==> src/rtl/lrlsc_pkg.sv <==
// Package for the line run-length signal classifier.
// Holds default widths, classification limits, class codes and shared types.
// No dependencies.
package lrlsc_pkg;

   localparam int COUNTER_WIDTH_DEF = 32;
   localparam int RUN_WIDTH_DEF     = 16;

   localparam int STUCK_LIMIT     = 1000;
   localparam int MIN_TRANSITIONS = 20;
   localparam int SHORT_LIMIT     = 2;
   localparam int MEDIUM_LIMIT    = 5;
   localparam int LONG_LIMIT      = 12;

   localparam int KIND_WIDTH = 3;

   typedef logic [KIND_WIDTH-1:0] kind_type;

   localparam kind_type KIND_UNKNOWN    = 3'd0;
   localparam kind_type KIND_STUCK_HIGH = 3'd1;
   localparam kind_type KIND_STUCK_LOW  = 3'd2;
   localparam kind_type KIND_MANCHESTER = 3'd3;
   localparam kind_type KIND_SERIAL     = 3'd4;

   // Control from the sample stage into the statistics block
   typedef struct packed {
      logic step;
      logic level;
   } stats_ctl_type;

endpackage

==> src/rtl/lrlsc_classify.sv <==
// Signal class decision of the line classifier.
// Pure logic on the updated counters; depends on lrlsc_pkg.
module lrlsc_classify import lrlsc_pkg::*; #(
   parameter int COUNTER_WIDTH = COUNTER_WIDTH_DEF
) (
   input  logic [COUNTER_WIDTH-1:0] high_cnt,
   input  logic [COUNTER_WIDTH-1:0] low_cnt,
   input  logic [COUNTER_WIDTH-1:0] trans_cnt,
   input  logic [COUNTER_WIDTH-1:0] short_cnt,
   input  logic [COUNTER_WIDTH-1:0] medium_cnt,
   input  logic [COUNTER_WIDTH-1:0] very_long_cnt,
   output kind_type                 kind
);

   logic [COUNTER_WIDTH-1:0] others;

   // sum wraps at the counter width
   assign others = short_cnt + very_long_cnt;

   always_comb begin
      priority if (low_cnt == '0 && high_cnt > COUNTER_WIDTH'(STUCK_LIMIT)) begin
         kind = KIND_STUCK_HIGH;
      end else if (high_cnt == '0 && low_cnt > COUNTER_WIDTH'(STUCK_LIMIT)) begin
         kind = KIND_STUCK_LOW;
      end else if (trans_cnt < COUNTER_WIDTH'(MIN_TRANSITIONS)) begin
         kind = KIND_UNKNOWN;
      end else if (medium_cnt > others) begin
         kind = KIND_MANCHESTER;
      end else if (short_cnt >= medium_cnt || very_long_cnt > medium_cnt) begin
         kind = KIND_SERIAL;
      end else begin
         kind = KIND_UNKNOWN;
      end
   end

endmodule

==> config.mk <==
export PLATFORM = sky130hd
export DESIGN_NAME = lrlsc_classify
export DESIGN_NICKNAME = d
export VERILOG_FILES = /design/src/rtl/lrlsc_pkg.sv /design/src/rtl/lrlsc_classify.sv
export SDC_FILE = /design/constraint.sdc
export NUM_CORES = 1
export LEC_CHECK = 0
export BUFFER_PORTS_ARGS = -buffer_cell sky130_fd_sc_hd__buf_2
export CORE_MARGIN = 2
export CORE_UTILIZATION = 54
export DETAILED_ROUTE_END_ITERATION = 10
export PLACE_DENSITY = 0.95
export SKIP_LAST_GASP = 1
export SYNTH_ARGS = -nofsm -noshare
export SYNTH_HDL_FRONTEND = slang
export SYNTH_SLANG_ARGS = --single-unit
export TNS_END_PERCENT = 5
==> constraint.sdc <==
create_clock -name vclk -period 21.9
set_input_delay 6.57 -clock vclk [all_inputs]
set_output_delay 6.57 -clock vclk [all_outputs]
set_load 0.05 [all_outputs]
Word-level counts from Yosys, hierarchy flattened
Cells that the tools add are included.
{"block": "op_classes", "div": 0, "n_reduce_logical": 5, "n_lt_le_gt_ge": 6, "n_mux": 5, "add_sub_neg": 1, "bitwise_logic": 0, "mul": 0, "n_eq_ne": 0, "shift": 0}
{"cell": "$gt 32x10->1 const B", "n": 2}
{"cell": "$gt 32x32->1", "n": 2}
{"cell": "$logic_not 32->1", "n": 2}
{"cell": "$add 32x32->32", "n": 1}
{"cell": "$ge 32x32->1", "n": 1}
{"cell": "$lt 32x5->1 const B", "n": 1}
{"cell": "$mux 3", "n": 5}
{"cell": "$logic_and 1x1->1", "n": 2}
{"cell": "$logic_or 1x1->1", "n": 1}
{"block": "word_totals", "memories": 0, "reg_bits": 0, "latchBits": 0, "ramBits": 0, "output_inout_bits": 3, "rom_bits": 0, "wordCells": 17}

Logic depth before layout (Yosys ltp)
{"block": "depth", "word_depth": 7, "mapped_depth": 20, "ltp_nobuf": 20}

Worst setup path after synthesis
OpenSTA, ideal clock, no wires.
{"block": "synth_path", "path_kind": "in2out", "start": "in short_cnt[0]", "end": "out kind[2]", "slack_ns": 4.377, "path_buffers": 0, "path_stages": 19, "arrival_ns": 10.953, "cell_sequence": "ha_1 inv_1 fa_1 and2b_1 o2111ai_2 a211o_1 a31oi_2 nor3_2 o211ai_1 nand2_1 xnor2_1 ha_1 nand4_1 or2_2 nor4_1 nand3_1 nand2_1 o21ai_1 a211oi_1"}
{"block": "synth_via", "elab_chain_cells": 7, "word_cells_on_any_way": 9, "cone_classes": "1 x add/sub; 2 x order compare; 5 x mux; 1 x reduce/logical"}
{"item": "start, declared", "line_no": "lrlsc_classify.sv:9", "rtl": "input logic [COUNTER_WIDTH-1:0] short_cnt,"}
{"item": "parallel branches: the longest is 3 deep, another holds $add 32x32->32"}
{"item": "$mux 3 (*)", "line_no": "lrlsc_classify.sv:27", "rtl": "end else if (medium_cnt > others) begin"}
{"item": "$mux 3 (*)", "line_no": "lrlsc_classify.sv:25", "rtl": "end else if (trans_cnt < COUNTER_WIDTH'(MIN_TRANSITIONS)) begin"}
{"item": "$mux 3 (*)", "line_no": "lrlsc_classify.sv:23", "rtl": "end else if (high_cnt == '0 && low_cnt > COUNTER_WIDTH'(STUCK_LIMIT)) begin"}
{"item": "$mux 3 (*)", "line_no": "lrlsc_classify.sv:21", "rtl": "priority if (low_cnt == '0 && high_cnt > COUNTER_WIDTH'(STUCK_LIMIT)) begin"}
{"item": "end, declared", "line_no": "lrlsc_classify.sv:12", "rtl": "output kind_type kind"}
Every way passes the cells marked *.

Worst setup path after layout
{"block": "layout_path", "start": "in very_long_cnt[0]", "end": "out kind[2]"}
{"block": "layout_via", "elab_chain_cells": 7, "word_cells_on_any_way": 9, "cone_classes": "1 x add/sub; 2 x order compare; 5 x mux; 1 x reduce/logical"}
{"item": "start, declared", "line_no": "lrlsc_classify.sv:11", "rtl": "input logic [COUNTER_WIDTH-1:0] very_long_cnt,"}
{"item": "parallel branches: the longest is 3 deep, another holds $add 32x32->32"}
{"item": "$mux 3 (*)", "line_no": "lrlsc_classify.sv:27"}
{"item": "$mux 3 (*)", "line_no": "lrlsc_classify.sv:25"}
{"item": "$mux 3 (*)", "line_no": "lrlsc_classify.sv:23"}
{"item": "$mux 3 (*)", "line_no": "lrlsc_classify.sv:21"}
Marked as above.

==> results.json <==
{
  "slowest_delay_ns": 0.66,
  "power_density_mw_per_mm2": 28.0,
  "core_sq_mm": 0.00729,
  "vias": 5038,
  "syn_avg_cell_area_sq_um": 7.61,
  "vias_per_cell": 6.09,
  "postCtsResizedCells": 0,
  "path_class": "input pin to output pin",
  "placed_cells": 825,
  "status": "finished clean",
  "seq_area_sq_um": 0,
  "ys_seq_area_share_pct": 0,
  "dieWidth_um": 91.2,
  "overflow": 0,
  "relSlewSlack_pct": 29.8,
  "grtUsageTotal_pct": 32.2,
  "area_growth_pct": 25.9,
  "endpoint_kind": "output pin",
  "synth_top_cell_by_area": "ha_1",
  "synth_top_family_by_area": "adder cells",
  "syn_nets": 860,
  "synth_compound_area_share_pct": 29.4,
  "fillers": 625,
  "dieHeight_um": 91.2,
  "setup_tns_ns": 0,
  "n_clock_buffer": 0,
  "drt_iter0_markers": 174,
  "yosys.area_share.simple_pct": 20.3,
  "crit_chain": "buf_2 > ha_1 > inv_1 > fa_1 > and2b_1 > o2111ai_2 > a211o_1 > a31oi_2 > nor3_2 > o211ai_1 > a21oi_1 > xor2_1 > ha_1 > nand4_1 > or2_2 > nor4_1 > nand3_1 > nand2_1 > o21ai_1 > a211oi_1 > buf_2",
  "ys_types": 57,
  "critPathBufInv": 3,
  "arrival_ns": 11.41,
  "drive_gt1_share_pct": 28.5,
  "fin_crit_sh_pct": 82.1,
  "synth_fa_ha_area_share_pct": 39.2,
  "min_path_type": "input pin to output pin",
  "drv_slew": 0,
  "ctsHoldBuffers": 0,
  "hold_violations": 0,
  "fin_crit_ns": 17.98,
  "synth_area_sq_mm": 0.00411,
  "grt_setup_unrepaired": "false",
  "multiInputGateArea_sq_mm": 0.00391,
  "ir_drop_mv": 0.0159,
  "initial_core_util_pct": 56.3,
  "setup_viol": 0,
  "fin_total_pwr_mw": 0.145,
  "required_ns": 15.33,
  "grt_max_degree": 11,
  "ios": 195,
  "worst_slew_pin_slew_ns": 1.03,
  "fin_util_pct": 70.9,
  "die_area_sq_mm": 0.00832,
  "post_cts_buffers": 0,
  "cap_violations": 0,
  "ys_top_cells_by_count": "127 x ha_1, 55 x a21oi_1, 45 x a21o_1, 43 x inv_1, 31 x nand2_1",
  "synthMuxAreaShare_pct": 0,
  "rows": 31,
  "dr.pass1.iters": 4,
  "netlist_instances": 540,
  "numPortBuffers": 193,
  "hpwlAfterDp_um": 12700,
  "design.seq.count": 0,
  "power_leakage_nw": 2.87,
  "cp_max_fo": 3,
  "nNetsFinal": 1048,
  "synth.most_common_cell": "ha_1",
  "routed_wl_um": 14000,
  "grt_pass1_wl_um": 22500,
  "cp-start-kind": "input pin",
  "antenna_found_initial": 2,
  "final_antenna_net_count": 0,
  "yosys.area_share.xor_xnor_pct": 6.40,
  "cp_slowest_cell": "nor4_1",
  "wl_per_cell_um": 17.0,
  "grt_pass1_vias": 5101,
  "final_cells": 827,
  "place_congestion": 0.933,
  "yosys_warnings": 0,
  "yosys-top-cells-area": "ha_1 39%, a21o_1 8.2%, a21oi_1 6.7%",
  "synth_top_cell_area_share_pct": 38.7,
  "max_freq_mhz": 55.6,
  "cp_top_family": "simple AND/OR/NAND/NOR gates",
  "drc": 0
}
-- worst min-delay path, stage by stage --
cell      delay [ns]
buf_2           0.09
nor3_1          0.04
nand2_1         0.05
a2111o_1        0.12
a31oi_1         0.07
buf_2           0.22
-- path summary, 6_finish.rpt --
kind | startpoint | end | slack (ns) | depth (start not counted)
max | very_long_cnt[0] | kind[2] | 3.92 | 21
min | high_cnt[9] | kind[1] | 13.72 | 6
-- layout by cell type (no fill, tap or decap), drive strengths merged, types with 3 or more instances in the layout --
cell | netlist | final
nand4 | 25 | 25
a211oi | 6 | 6
o21a | 3 | 3
xor2 | 16 | 16
a2111oi | 6 | 6
or3 | 3 | 3
nor2b | 7 | 7
a31o | 3 | 3
nor3 | 11 | 11
o211ai | 8 | 8
a21oi | 56 | 56
inv | 43 | 43
o21bai | 3 | 3
nor2 | 25 | 25
nand3 | 13 | 13
and4 | 3 | 3
or4 | 4 | 4
xnor2 | 14 | 14
nand2 | 31 | 31
ha | 127 | 127
o2111ai | 3 | 3
or2 | 4 | 4
o21ai | 23 | 23
and2 | 3 | 3
a21o | 45 | 45
nand2b | 3 | 3
and3 | 3 | 3
nor4 | 18 | 18
a31oi | 9 | 9
buf | 5 | 193
-- report_power, final --
part / internal (mW) / leakage (nW) / switching, mW
sequential: 0 / 0 / 0
combinational: 0.0640 / 2.87 / 0.0806
clock: 0.0000000122 / 0.0000127 / 0
total: 0.0640 / 2.87 / 0.0806
-- per-stage QoR --
stage / setup slack [ns] / hold WS, ns / cell area, sq um
3_3_place_gp: 4.00 / 13.73 / 5160
6_report: 3.92 / 13.72 / 5170
4_1_cts: 3.97 / 13.72 / 5160
5_1_grt: 3.73 / 13.77 / 5170
2_1_floorplan: 4.38 / 13.60 / 4110
3_5_place_dp: 4.00 / 13.72 / 5160
-- cells by family after synthesis --
group	count (synthesis)
xor gates and xnor gates	30
adders and majority gates	128
buffers and inverters	50
AOI/OAI and AO/OA	175
and+or+nand+nor	157
-- final cells by class --
cell class                      instances  area share (%)
Inverter                               43            3.12
Multi-Input combinational cell        490            75.7
Tap cell                               99            2.40
Timing Repair Buffer                  193            18.7
Antenna cell                            2          0.0968
-- routing by layer --
metal  global-route usage [%]  up-vias  wire, um
met4                     13.8        0       681
met2                     61.1      255      6930
met1                     35.4     2258      5370
met3                     4.23       57      1050
li1                         -     2468         -
met5                        0        -         0
Note: power is estimated with default switching activity, not from simulation.
