--- config.mk ---
export PLATFORM = sky130hd
export DESIGN_NAME = lrlsc_run_stats
export DESIGN_NICKNAME = d
export VERILOG_FILES = /design/src/rtl/lrlsc_pkg.sv /design/src/rtl/lrlsc_run_stats.sv
export SDC_FILE = /design/constraint.sdc
export NUM_CORES = 1
export LEC_CHECK = 0
export ABC_AREA = 1
export BUFFER_PORTS_ARGS = -buffer_cell sky130_fd_sc_hd__buf_2
export CAP_MARGIN = 10
export CORE_ASPECT_RATIO = 1.1
export CORE_MARGIN = 5
export CORE_UTILIZATION = 50
export DETAILED_ROUTE_END_ITERATION = 6
export PLACE_DENSITY = 0.72
export SLEW_MARGIN = 25
export SYNTH_ARGS = -nofsm -noshare
export SYNTH_HDL_FRONTEND = slang
export SYNTH_SLANG_ARGS = --single-unit
--- constraint.sdc ---
create_clock -name clock -period 8.1 [get_ports clock]
set_input_delay 2.43 -clock clock [delete_from_list [all_inputs] [get_ports clock]]
set_output_delay 2.43 -clock clock [all_outputs]
set_load 0.01 [all_outputs]
--- src/rtl/lrlsc_pkg.sv ---
// Package for the line run-length signal classifier.
// Holds default widths, classification limits, class codes and shared types.
// No dependencies.
package lrlsc_pkg;

   localparam int COUNTER_WIDTH_DEF = 32;
   localparam int RUN_WIDTH_DEF     = 16;

   localparam int STUCK_LIMIT     = 1000;
   localparam int MIN_TRANSITIONS = 20;
   localparam int SHORT_LIMIT     = 2;
   localparam int MEDIUM_LIMIT    = 5;
   localparam int LONG_LIMIT      = 12;

   localparam int KIND_WIDTH = 3;

   typedef logic [KIND_WIDTH-1:0] kind_type;

   localparam kind_type KIND_UNKNOWN    = 3'd0;
   localparam kind_type KIND_STUCK_HIGH = 3'd1;
   localparam kind_type KIND_STUCK_LOW  = 3'd2;
   localparam kind_type KIND_MANCHESTER = 3'd3;
   localparam kind_type KIND_SERIAL     = 3'd4;

   // Control from the sample stage into the statistics block
   typedef struct packed {
      logic step;
      logic level;
   } stats_ctl_type;

endpackage

--- src/rtl/lrlsc_run_stats.sv ---
// Run-length and sample statistics of the line classifier.
// Holds the level, run length and all counters; presents the next values of all but the long-run counter.
// Depends on lrlsc_pkg.
module lrlsc_run_stats import lrlsc_pkg::*; #(
   parameter int COUNTER_WIDTH = COUNTER_WIDTH_DEF,
   parameter int RUN_WIDTH     = RUN_WIDTH_DEF
) (
   input  logic                     clock,
   input  logic                     reset,
   input  stats_ctl_type            ctl,
   output logic [COUNTER_WIDTH-1:0] high_in,
   output logic [COUNTER_WIDTH-1:0] low_in,
   output logic [COUNTER_WIDTH-1:0] trans_in,
   output logic [COUNTER_WIDTH-1:0] short_in,
   output logic [COUNTER_WIDTH-1:0] medium_in,
   output logic [COUNTER_WIDTH-1:0] very_long_in
);

   localparam logic [COUNTER_WIDTH-1:0] CNT_ONE = COUNTER_WIDTH'(1);
   localparam logic [RUN_WIDTH-1:0]     RUN_ONE = RUN_WIDTH'(1);

   logic                     primed_ff, primed_in;
   logic                     prev_ff, prev_in;
   logic [RUN_WIDTH-1:0]     run_ff, run_in;
   logic [COUNTER_WIDTH-1:0] high_ff, low_ff, trans_ff;
   logic [COUNTER_WIDTH-1:0] short_ff, medium_ff, long_ff, very_long_ff;
   logic [COUNTER_WIDTH-1:0] long_in;

   always_comb begin
      primed_in    = primed_ff;
      prev_in      = prev_ff;
      run_in       = run_ff;
      high_in      = high_ff;
      low_in       = low_ff;
      trans_in     = trans_ff;
      short_in     = short_ff;
      medium_in    = medium_ff;
      long_in      = long_ff;
      very_long_in = very_long_ff;
      if (ctl.step) begin
         if (!primed_ff) begin
            primed_in = 1'b1;
            prev_in   = ctl.level;
            run_in    = RUN_ONE;
         end else if (ctl.level == prev_ff) begin
            // hold at the top once saturated
            if (run_ff != '1) begin
               run_in = run_ff + RUN_ONE;
            end
         end else begin
            trans_in = trans_ff + CNT_ONE;
            priority if (run_ff <= RUN_WIDTH'(SHORT_LIMIT)) begin
               short_in = short_ff + CNT_ONE;
            end else if (run_ff <= RUN_WIDTH'(MEDIUM_LIMIT)) begin
               medium_in = medium_ff + CNT_ONE;
            end else if (run_ff <= RUN_WIDTH'(LONG_LIMIT)) begin
               long_in = long_ff + CNT_ONE;
            end else begin
               very_long_in = very_long_ff + CNT_ONE;
            end
            prev_in = ctl.level;
            run_in  = RUN_ONE;
         end
         if (ctl.level) begin
            high_in = high_ff + CNT_ONE;
         end else begin
            low_in = low_ff + CNT_ONE;
         end
      end
   end

   always_ff @(posedge clock) begin
      if (reset) begin
         primed_ff    <= 1'b0;
         prev_ff      <= 1'b1;
         run_ff       <= '0;
         high_ff      <= '0;
         low_ff       <= '0;
         trans_ff     <= '0;
         short_ff     <= '0;
         medium_ff    <= '0;
         long_ff      <= '0;
         very_long_ff <= '0;
      end else begin
         primed_ff    <= primed_in;
         prev_ff      <= prev_in;
         run_ff       <= run_in;
         high_ff      <= high_in;
         low_ff       <= low_in;
         trans_ff     <= trans_in;
         short_ff     <= short_in;
         medium_ff    <= medium_in;
         long_ff      <= long_in;
         very_long_ff <= very_long_in;
      end
   end

endmodule

Word-level counts from Yosys, hierarchy flattened
Index checks and enable logic that the tools add are counted.
{"block": "word_totals", "ram_bits": 0, "input_bits": 4, "regBits": 210, "mem_bits_ro": 0, "word_cells": 52, "output_inout_bits": 192, "latchBits": 0, "mem_count": 0}
{"block": "op_classes", "n_shift": 0, "mux": 27, "bitwise_logic": 0, "n_eq_ne": 4, "div_mod_pow": 0, "n_addsub": 7, "n_reduce_logical": 2, "n_lt_le_gt_ge": 3, "mul": 0}
{"cell": "$mux 32", "n": 22}
{"cell": "$add 32x1->32 const B", "n": 6}
{"cell": "$mux 16", "n": 3}
{"cell": "$add 16x1->16 const B", "n": 1}
{"cell": "$le 16x2->1 const B", "n": 1}
{"cell": "$le 16x3->1 const B", "n": 1}
{"cell": "$le 16x4->1 const B", "n": 1}
{"cell": "$ne 16x16->1 const B", "n": 1}
{"cell": "$reduce_and 2->1", "n": 2}
{"cell": "$ne 3x2->1 const B", "n": 1}
{"cell": "$mux 1", "n": 2}
{"cell": "$ne 2x2->1 const B", "n": 1}
{"cell": "$eq 1x1->1", "n": 1}

Depth between registers and ports, before layout
Gate-level depths: netlist (run 1).
{"block": "logic_depth", "word_depth": 7, "depth_mapped": 13}

Least setup slack after synthesis (run 1)
Ideal clock, no wire load.
{"block": "synth_path", "path_type": "input to output", "from": "input port ctl[1] (netlist name)", "to": "output port trans_in[12]", "path_slack_ns": 2.027, "arrival_ns": 3.643, "cell_stages": 10, "path_cell_list": "buf_4 > nand2_2 > clkinv_2 > nand2_4 > nor2_1 > nand2_1 > nor2_1 > or2_2 > nand2_1 > inv_1"}
{"block": "synth_between", "elab_chain_cells": 1}
{"item": "from (decl)", "line_no": "lrlsc_run_stats.sv:10", "text": "input stats_ctl_type ctl,"}
{"item": "$mux 32", "line_no": "lrlsc_run_stats.sv:40", "text": "if (ctl.step) begin"}
{"item": "to (decl)", "line_no": "lrlsc_run_stats.sv:13", "text": "output logic [COUNTER_WIDTH-1:0] trans_in,"}
Every way passes these cells.

Worst setup path after layout (run 1)
{"block": "layout_path", "from": "input port ctl[0] (netlist name)", "to": "output port very_long_in[20]"}
{"block": "layout_between", "elab_chain_cells": 4}
{"item": "$eq 1x1->1", "line_no": "lrlsc_run_stats.sv:45", "text": "end else if (ctl.level == prev_ff) begin"}
{"item": "$mux 32", "line_no": "lrlsc_run_stats.sv:45"}
{"item": "$mux 32", "line_no": "lrlsc_run_stats.sv:41", "text": "if (!primed_ff) begin"}
{"item": "$mux 32", "line_no": "lrlsc_run_stats.sv:40"}
{"item": "to (decl)", "line_no": "lrlsc_run_stats.sv:16", "text": "output logic [COUNTER_WIDTH-1:0] very_long_in"}
Every way passes these cells.

==> results.toml, run 1 <==
[critical_path]
crit_top_cell = "nand2_1"
rrSetupSlack_ps = 5550
slowest_delay_ps = 410
crit_slowest_cell = "nor2_4"
crit_path_end_kind = "output port"
timing.rr.start = "prev_ff"
arrival_ps = 4410
crit_required_ps = 5670
cp_num_cells = 12
critPathMaxFanout = 19
cp-start-kind = "input port"
cp_top_family = "simple AND/OR/NAND/NOR gates"
rr_worst_depth = 9
reg2reg_to = "run_ff[13]"
worstPathCellList = "buf_2 > inv_2 > nand2_1 > nand2_1 > nor2_4 > nand2_4 > nor2_4 > inv_1 > o21bai_1 > nand2_1 > inv_1 > buf_2"
crit_buf_inv = 5
path_class = "input port to output port"

[global_routing]
grt_max_degree = 110
grt_pass1_vias = 11900
grt_overflow = 0
gr-usage-all-layers = 0.232
antenna_found_initial = 0
grt_pass1_wl_um = 55600

[synth]
synth.distinct_cells = 42
ys_ff_latch = 210
ys_warn_count = 0
ys.flop_type = "dfxtp_1"
syn_area_per_cell_sq_um = 6.22
syn_area_sq_um = 12400
postSynth.asyncResetShare = 0
synth_fp_nets = 2010
synth-edff-count = 0
yosysSeqAreaShare = 0.339
syn-instance-count = 1996

[detailed_routing]
drc = 0
drt-vias-per-instance = 5.09
drtAntennaViolNets = 0
drt-total-wl_um = 34100
drt_pass1_iterations = 7
drt_iter0_drc = 837
post_drt_wl_per_cell_um = 13.6
vias = 12800

[sta]
setup_viol_count_final = 0
period_share = 0.845
maxSlewViolCount = 0
min_period_ps = 6840
rsz0062_at_grt = "no"
finalClockSkew_ps = 12.0
worst_slew_pin_slew_ps = 945
setup_tns_ps = 0
slew-limit-headroom = 0.370
timing.final.hold_violations = 0
fmax_mhz = 146

[power_and_ir_drop]
powerDensity_nw_per_um2 = 155
vdd_drop_max_v = 0.000177
leakage_nw = 7.25

[min_path]
min_from = "short_ff[26]"
hold_path_depth = 2
hp-class = "flop to flop"
min_to = "short_ff[26]"

[floorplan]
dieArea_sq_um = 28100
fp-row-count = 60
fp.dieW_um = 160
core_sq_um = 24500
start_util = 0.507
die_h_um = 175
io_pins = 196

[cts]
cts-root-buf = "clkbuf_16"
clk_latency_ps = 530
cts.sinks = 210
cts_tree = "yes"
postCtsSetupBuffers = 0
cts_max_level = 1
ctsHoldBuffers = 0
clk_pin_slew_ps = 60
cts_max_path_buffers = 3
cts_buffers = 25
cts_resized = 0

[run_status]
run_status = "finished clean"

[placement]
dp.final_hpwl_um = 25700
post_dp_cell_area_sq_um = 13600
io_buffers = 195
gp_congestion = 0.910

[layout]
areaGrowthSynthToFinish_pct = 16.5
nets = 2198
fin_area_sq_um = 14500
drive_gt1_frac = 0.141
antennaDiodeCount = 0

[run]
maxCapViolCount = 0
-- synthesized netlist by cell type, types with 2 or more instances --
| library cell | n | area (sq um) |
|---|---|---|
| xnor2_1 | 7 | 61.3 |
| nor2_1 | 288 | 1080 |
| o21bai_1 | 8 | 60.1 |
| nor2_2 | 13 | 81.3 |
| xor2_1 | 58 | 508 |
| nor2_4 | 7 | 78.8 |
| nor3_2 | 2 | 20.0 |
| o21ai_1 | 5 | 25.0 |
| nand3_2 | 2 | 20.0 |
| nor3_1 | 60 | 300 |
| and3_1 | 3 | 18.8 |
| or2_1 | 4 | 25.0 |
| nand2_4 | 3 | 33.8 |
| nand2_2 | 6 | 37.5 |
| nand3_1 | 120 | 601 |
| nand3_4 | 2 | 35.0 |
| nand3b_1 | 26 | 195 |
| o21ai_0 | 38 | 190 |
| a21oi_1 | 95 | 475 |
| nor2_8 | 2 | 40.0 |
| or2_2 | 14 | 87.6 |
| nor4_1 | 8 | 50.1 |
| dfxtp_1 | 210 | 4200 |
| nor3b_1 | 4 | 30.0 |
| and2_1 | 10 | 62.6 |
| buf_4 | 4 | 30.0 |
| a21o_1 | 4 | 30.0 |
| inv_2 | 15 | 56.3 |
| buf_2 | 7 | 35.0 |
| inv_1 | 315 | 1180 |
| nand2_1 | 549 | 2060 |
| clkbuf_1 | 23 | 86.3 |
| nand4_1 | 66 | 413 |
| ha_1 | 10 | 125 |
-- worst register-to-register path: stages, from the launching register on --
cell,delay (ps)
dfxtp_1,350
inv_1,80
nand2_1,70
nand2_2,270
nor2_1,780
nand2_1,140
nand2_1,360
nor2_1,190
nand2_1,110
a21oi_1,60
-- where the power goes --
part | total, mW | internal (mW) | switching, mW | leakage [nW]
sequential | 1.04 | 1.04 | 0.00409 | 1.69
combinational | 0.0682 | 0.0144 | 0.0539 | 5.14
clock | 1.13 | 0.670 | 0.457 | 0.423
total | 2.24 | 1.72 | 0.515 | 7.25
-- cell usage in the layout, fill, tap and decap left out, types with 38 or more instances in the layout --
cell     synthesis  layout
xor2_1          58      58
nor3_1          60      60
buf_2            7     194
o21ai_0         38      38
nand2_1        549     549
nand4_1         66      66
a21oi_1         95      94
nand3_1        120     120
dfxtp_1        210     210
nor2_1         288     288
inv_1          315     315
-- through the flow --
stage	instances	hold slack (ps)	power (mW)	setup slack, ps	util
floorplan	1996	456	1.11	2030	-
global placement	2467	465	1.13	1270	0.557
detailed placement	2467	478	1.13	1230	0.557
CTS	2512	487	2.27	1230	0.591
global route	2512	516	2.32	999	0.591
finish	2512	486	2.24	1260	0.591
-- state kept, by name, summed over array words and instances (netlist names) --
signal,flops
high_ff,32
low_ff,32
medium_ff,32
short_ff,32
trans_ff,32
very_long_ff,32
run_ff,16
prev_ff,1
primed_ff,1
-- layer usage --
metal  vias up  track usage  wire (um)
met3        72       0.0389       2020
met4         0       0.0753       1030
met2       382        0.397      15700
met5         -            0          0
met1      5688        0.298      15300
li1       6639            -          -
-- how the worst max path moves through the flow --
stage | startpoint | to | slack, ps
3_5_place_dp | ctl[0] | very_long_in[20] | 1230
4_1_cts | ctl[0] | very_long_in[20] | 1230
6_report | ctl[0] | very_long_in[20] | 1260
2_1_floorplan | ctl[1] | trans_in[12] | 2030
3_3_place_gp | ctl[0] | very_long_in[20] | 1270
5_1_grt | ctl[0] | very_long_in[20] | 1000
-- final cells by class --
type                       instances  area [sq um]
fill                            2378         10000
multi-input combinational       1419          6800
sequential                       210          4200
inverter                         332          1250
timing repair buffer             196           990
clock buffer                      34           739
tap                              310           388
clock inverter                    11          90.1
-- logic make-up (layout without fill, tap and decap cells) --
group	Yosys count	after routing	synth area share
buffers and inverters	367	573	0.114
AND/OR/NAND/NOR	1192	1192	0.428
AO/OA/AOI/OAI	152	152	0.0641
XOR/XNOR	65	65	0.0459
adder cells (fa/ha/maj)	10	10	0.0101
flip-flops	210	210	0.339
No activity file was read; power rests on OpenSTA's default activity.
==> inputs of run 2 (changes only) <==
--- a/config.mk
+++ b/config.mk
@@ -5,14 +5,14 @@
 export SDC_FILE = /design/constraint.sdc
 export NUM_CORES = 1
 export LEC_CHECK = 0
-export ABC_AREA = 1
+export ABC_AREA = 0
 export BUFFER_PORTS_ARGS = -buffer_cell sky130_fd_sc_hd__buf_2
 export CAP_MARGIN = 10
 export CORE_ASPECT_RATIO = 1.1
 export CORE_MARGIN = 5
 export CORE_UTILIZATION = 50
 export DETAILED_ROUTE_END_ITERATION = 6
-export PLACE_DENSITY = 0.72
+export PLACE_DENSITY = 0.73
 export SLEW_MARGIN = 25
 export SYNTH_ARGS = -nofsm -noshare
 export SYNTH_HDL_FRONTEND = slang
==> constraint.sdc (replaced) <==
create_clock -name clock -period 7 [get_ports clock]
set_input_delay 2.1 -clock clock [delete_from_list [all_inputs] [get_ports clock]]
set_output_delay 2.1 -clock clock [all_outputs]
set_load 0.01 [all_outputs]
==> results.toml, run 2 <==
[placement]
dp_slack_ps = 591
gp_congestion = 0.908
post_dp_cell_area_sq_um = 12300
io_buffers = 195
dp.final_hpwl_um = 19700

[detailed_routing]
drtAntennaViolNets = 0
vias = 9878
drt_pass1_iterations = 7
drc = 0
drt_iter0_drc = 431
post_drt_wl_per_cell_um = 15.5
drt-vias-per-instance = 5.56
drt-total-wl_um = 27500

[sta]
setup_viol_count_final = 0
period_share = 0.921
setup_tns_ps = 0
fmax_mhz = 155
maxSlewViolCount = 0
finalClockSkew_ps = 15.8
worst_slew_pin_slew_ps = 913
slew-limit-headroom = 0.391
timing.final.hold_violations = 0
rsz0062_at_grt = "no"
setup_ws_ps = 556
min_period_ps = 6440

[critical_path]
worstSetupStartpoint = "ctl[0]"
arrival_ps = 4340
cp-start-kind = "input port"
crit_required_ps = 4900
rrSetupSlack_ps = 4450
timing.rr.start = "run_ff[6]"
crit_path_end_kind = "output port"
path_class = "input port to output port"
critPathMaxFanout = 11

[cts]
cts.sinks = 210
clk_latency_ps = 520
ctsHoldBuffers = 0
cts_buffers = 25
cts_max_level = 1
cts_resized = 0
postCtsSetupBuffers = 0
cts_tree = "yes"
cts_max_path_buffers = 3
cts-root-buf = "clkbuf_16"
clk_pin_slew_ps = 60

[floorplan]
dieArea_sq_um = 25200
io_pins = 196
core_sq_um = 21900
start_util = 0.505
fp.dieW_um = 152
fp-row-count = 57
die_h_um = 166

[run_status]
run_status = "finished clean"

[synth]
syn_area_per_cell_sq_um = 8.60
synth.distinct_cells = 60
synth_fp_nets = 1299
synth_commonest_cells = "dfxtp_1, and2_1, nand2_1"
synth.top_cell.area_share = 0.381
yosys-top-cells-area = "dfxtp_1, xnor2_1, and2_1, nand4_1, xor2_1"
syn-instance-count = 1285
synth-edff-count = 0
synth_top_area_cell = "dfxtp_1"
syn_area_sq_um = 11000
postSynth.asyncResetShare = 0
ys_warn_count = 0
yosysSeqAreaShare = 0.381
ys.flop_type = "dfxtp_1"
ys_ff_latch = 210
yosysMostFrequentCell = "dfxtp_1"

[layout]
fin_area_sq_um = 13100
drive_gt1_frac = 0.203
layout_commonest_cell = "dfxtp_1"
antennaDiodeCount = 0
areaGrowthSynthToFinish_pct = 18.7
nets = 1479
final_cell_mix = "dfxtp_1, buf_2, and2_1"

[power_and_ir_drop]
p_int_mw = 2.04
p_sw_uw = 547
powerDensity_nw_per_um2 = 197
sw_frac_of_total = 0.211
sequentialPowerShare = 0.465
combPwrFrac = 0.026
vdd_drop_max_v = 0.000164
leakage_nw = 5.65
p_clk_frac = 0.509

[global_routing]
antenna_found_initial = 0
grt_overflow = 0
grt_pass1_wl_um = 45200
grt_max_degree = 74
gr-usage-all-layers = 0.211
grt_pass1_vias = 9486

[run]
maxCapViolCount = 0

[min_path]
min_from = "very_long_ff[14]"
hp-class = "flop to flop"
run 2: cell types whose count changed after synthesis, sizes merged, moves of 38 or more:
cell   before  now
nor2      310   64
and2       10  154
xnor2       7  112
nand2     558  113
a21oi      95   30
mux2        0   38
inv       330   21
run 2: kinds of logic after synthesis:
logic type      Yosys count  synth area share
flops                   210             0.381
xor+xnor                169             0.135
fa+ha+maj                10            0.0113
mux                      39            0.0396
simple gates            708             0.366
buf+inv                  73            0.0258
compound gates           76            0.0411
run 2: power by group through the flow:
stage | Clock [mW] | Combinational (mW) | Sequential (mW)
after global routing | 1.41 | 0.0751 | 1.20
after CTS | 1.35 | 0.0674 | 1.20
after detailed placement | 0 | 0.0672 | 1.23
after global placement | 0 | 0.0655 | 1.23
after floorplan | 0 | 0.0470 | 1.23
final | 1.32 | 0.0666 | 1.20
run 2: final timing paths:
path                                          to  depth (start not counted)
worst min register to register  very_long_ff[14]                          2
worst min-delay path            very_long_ff[14]                          2
worst max register to register      short_ff[31]                          6
worst max-delay path                short_in[15]                          7
run 2: per-stage QoR:
step | power (mW) | utilization | cells | hold slack (ps)
6_report | 2.59 | 0.599 | 1776 | 497
3_3_place_gp | 1.29 | 0.560 | 1733 | 489
4_1_cts | 2.62 | 0.599 | 1776 | 498
5_1_grt | 2.69 | 0.599 | 1776 | 515
2_1_floorplan | 1.28 | - | 1285 | 462
3_5_place_dp | 1.30 | 0.560 | 1733 | 490
run 2: per-layer routing:
metal / wire length (um) / vias to the layer above / GRT usage
met2: 13200 / 283 / 0.363
met1: 11900 / 4654 / 0.265
met5: 0 / - / 0
li1: - / 4895 / -
met4: 589 / 0 / 0.0625
met3: 1900 / 46 / 0.0439
run 2: worst max-delay path, stage by stage:
cell and delay (ps):
buf_2 210, xor2_2 360, nand2_1 390, nor3_1 560, a21boi_0 230, or2_2 350, buf_2 140
run 2: final cells by class:
class	count	area, sq um
Sequential cell	210	4200
Tap cell	295	369
Clock buffer	36	727
Clock inverter	7	113
Multi-Input combinational cell	1002	6570
Inverter	21	80.1
Timing Repair Buffer	205	1050
Fill cell	1944	8780
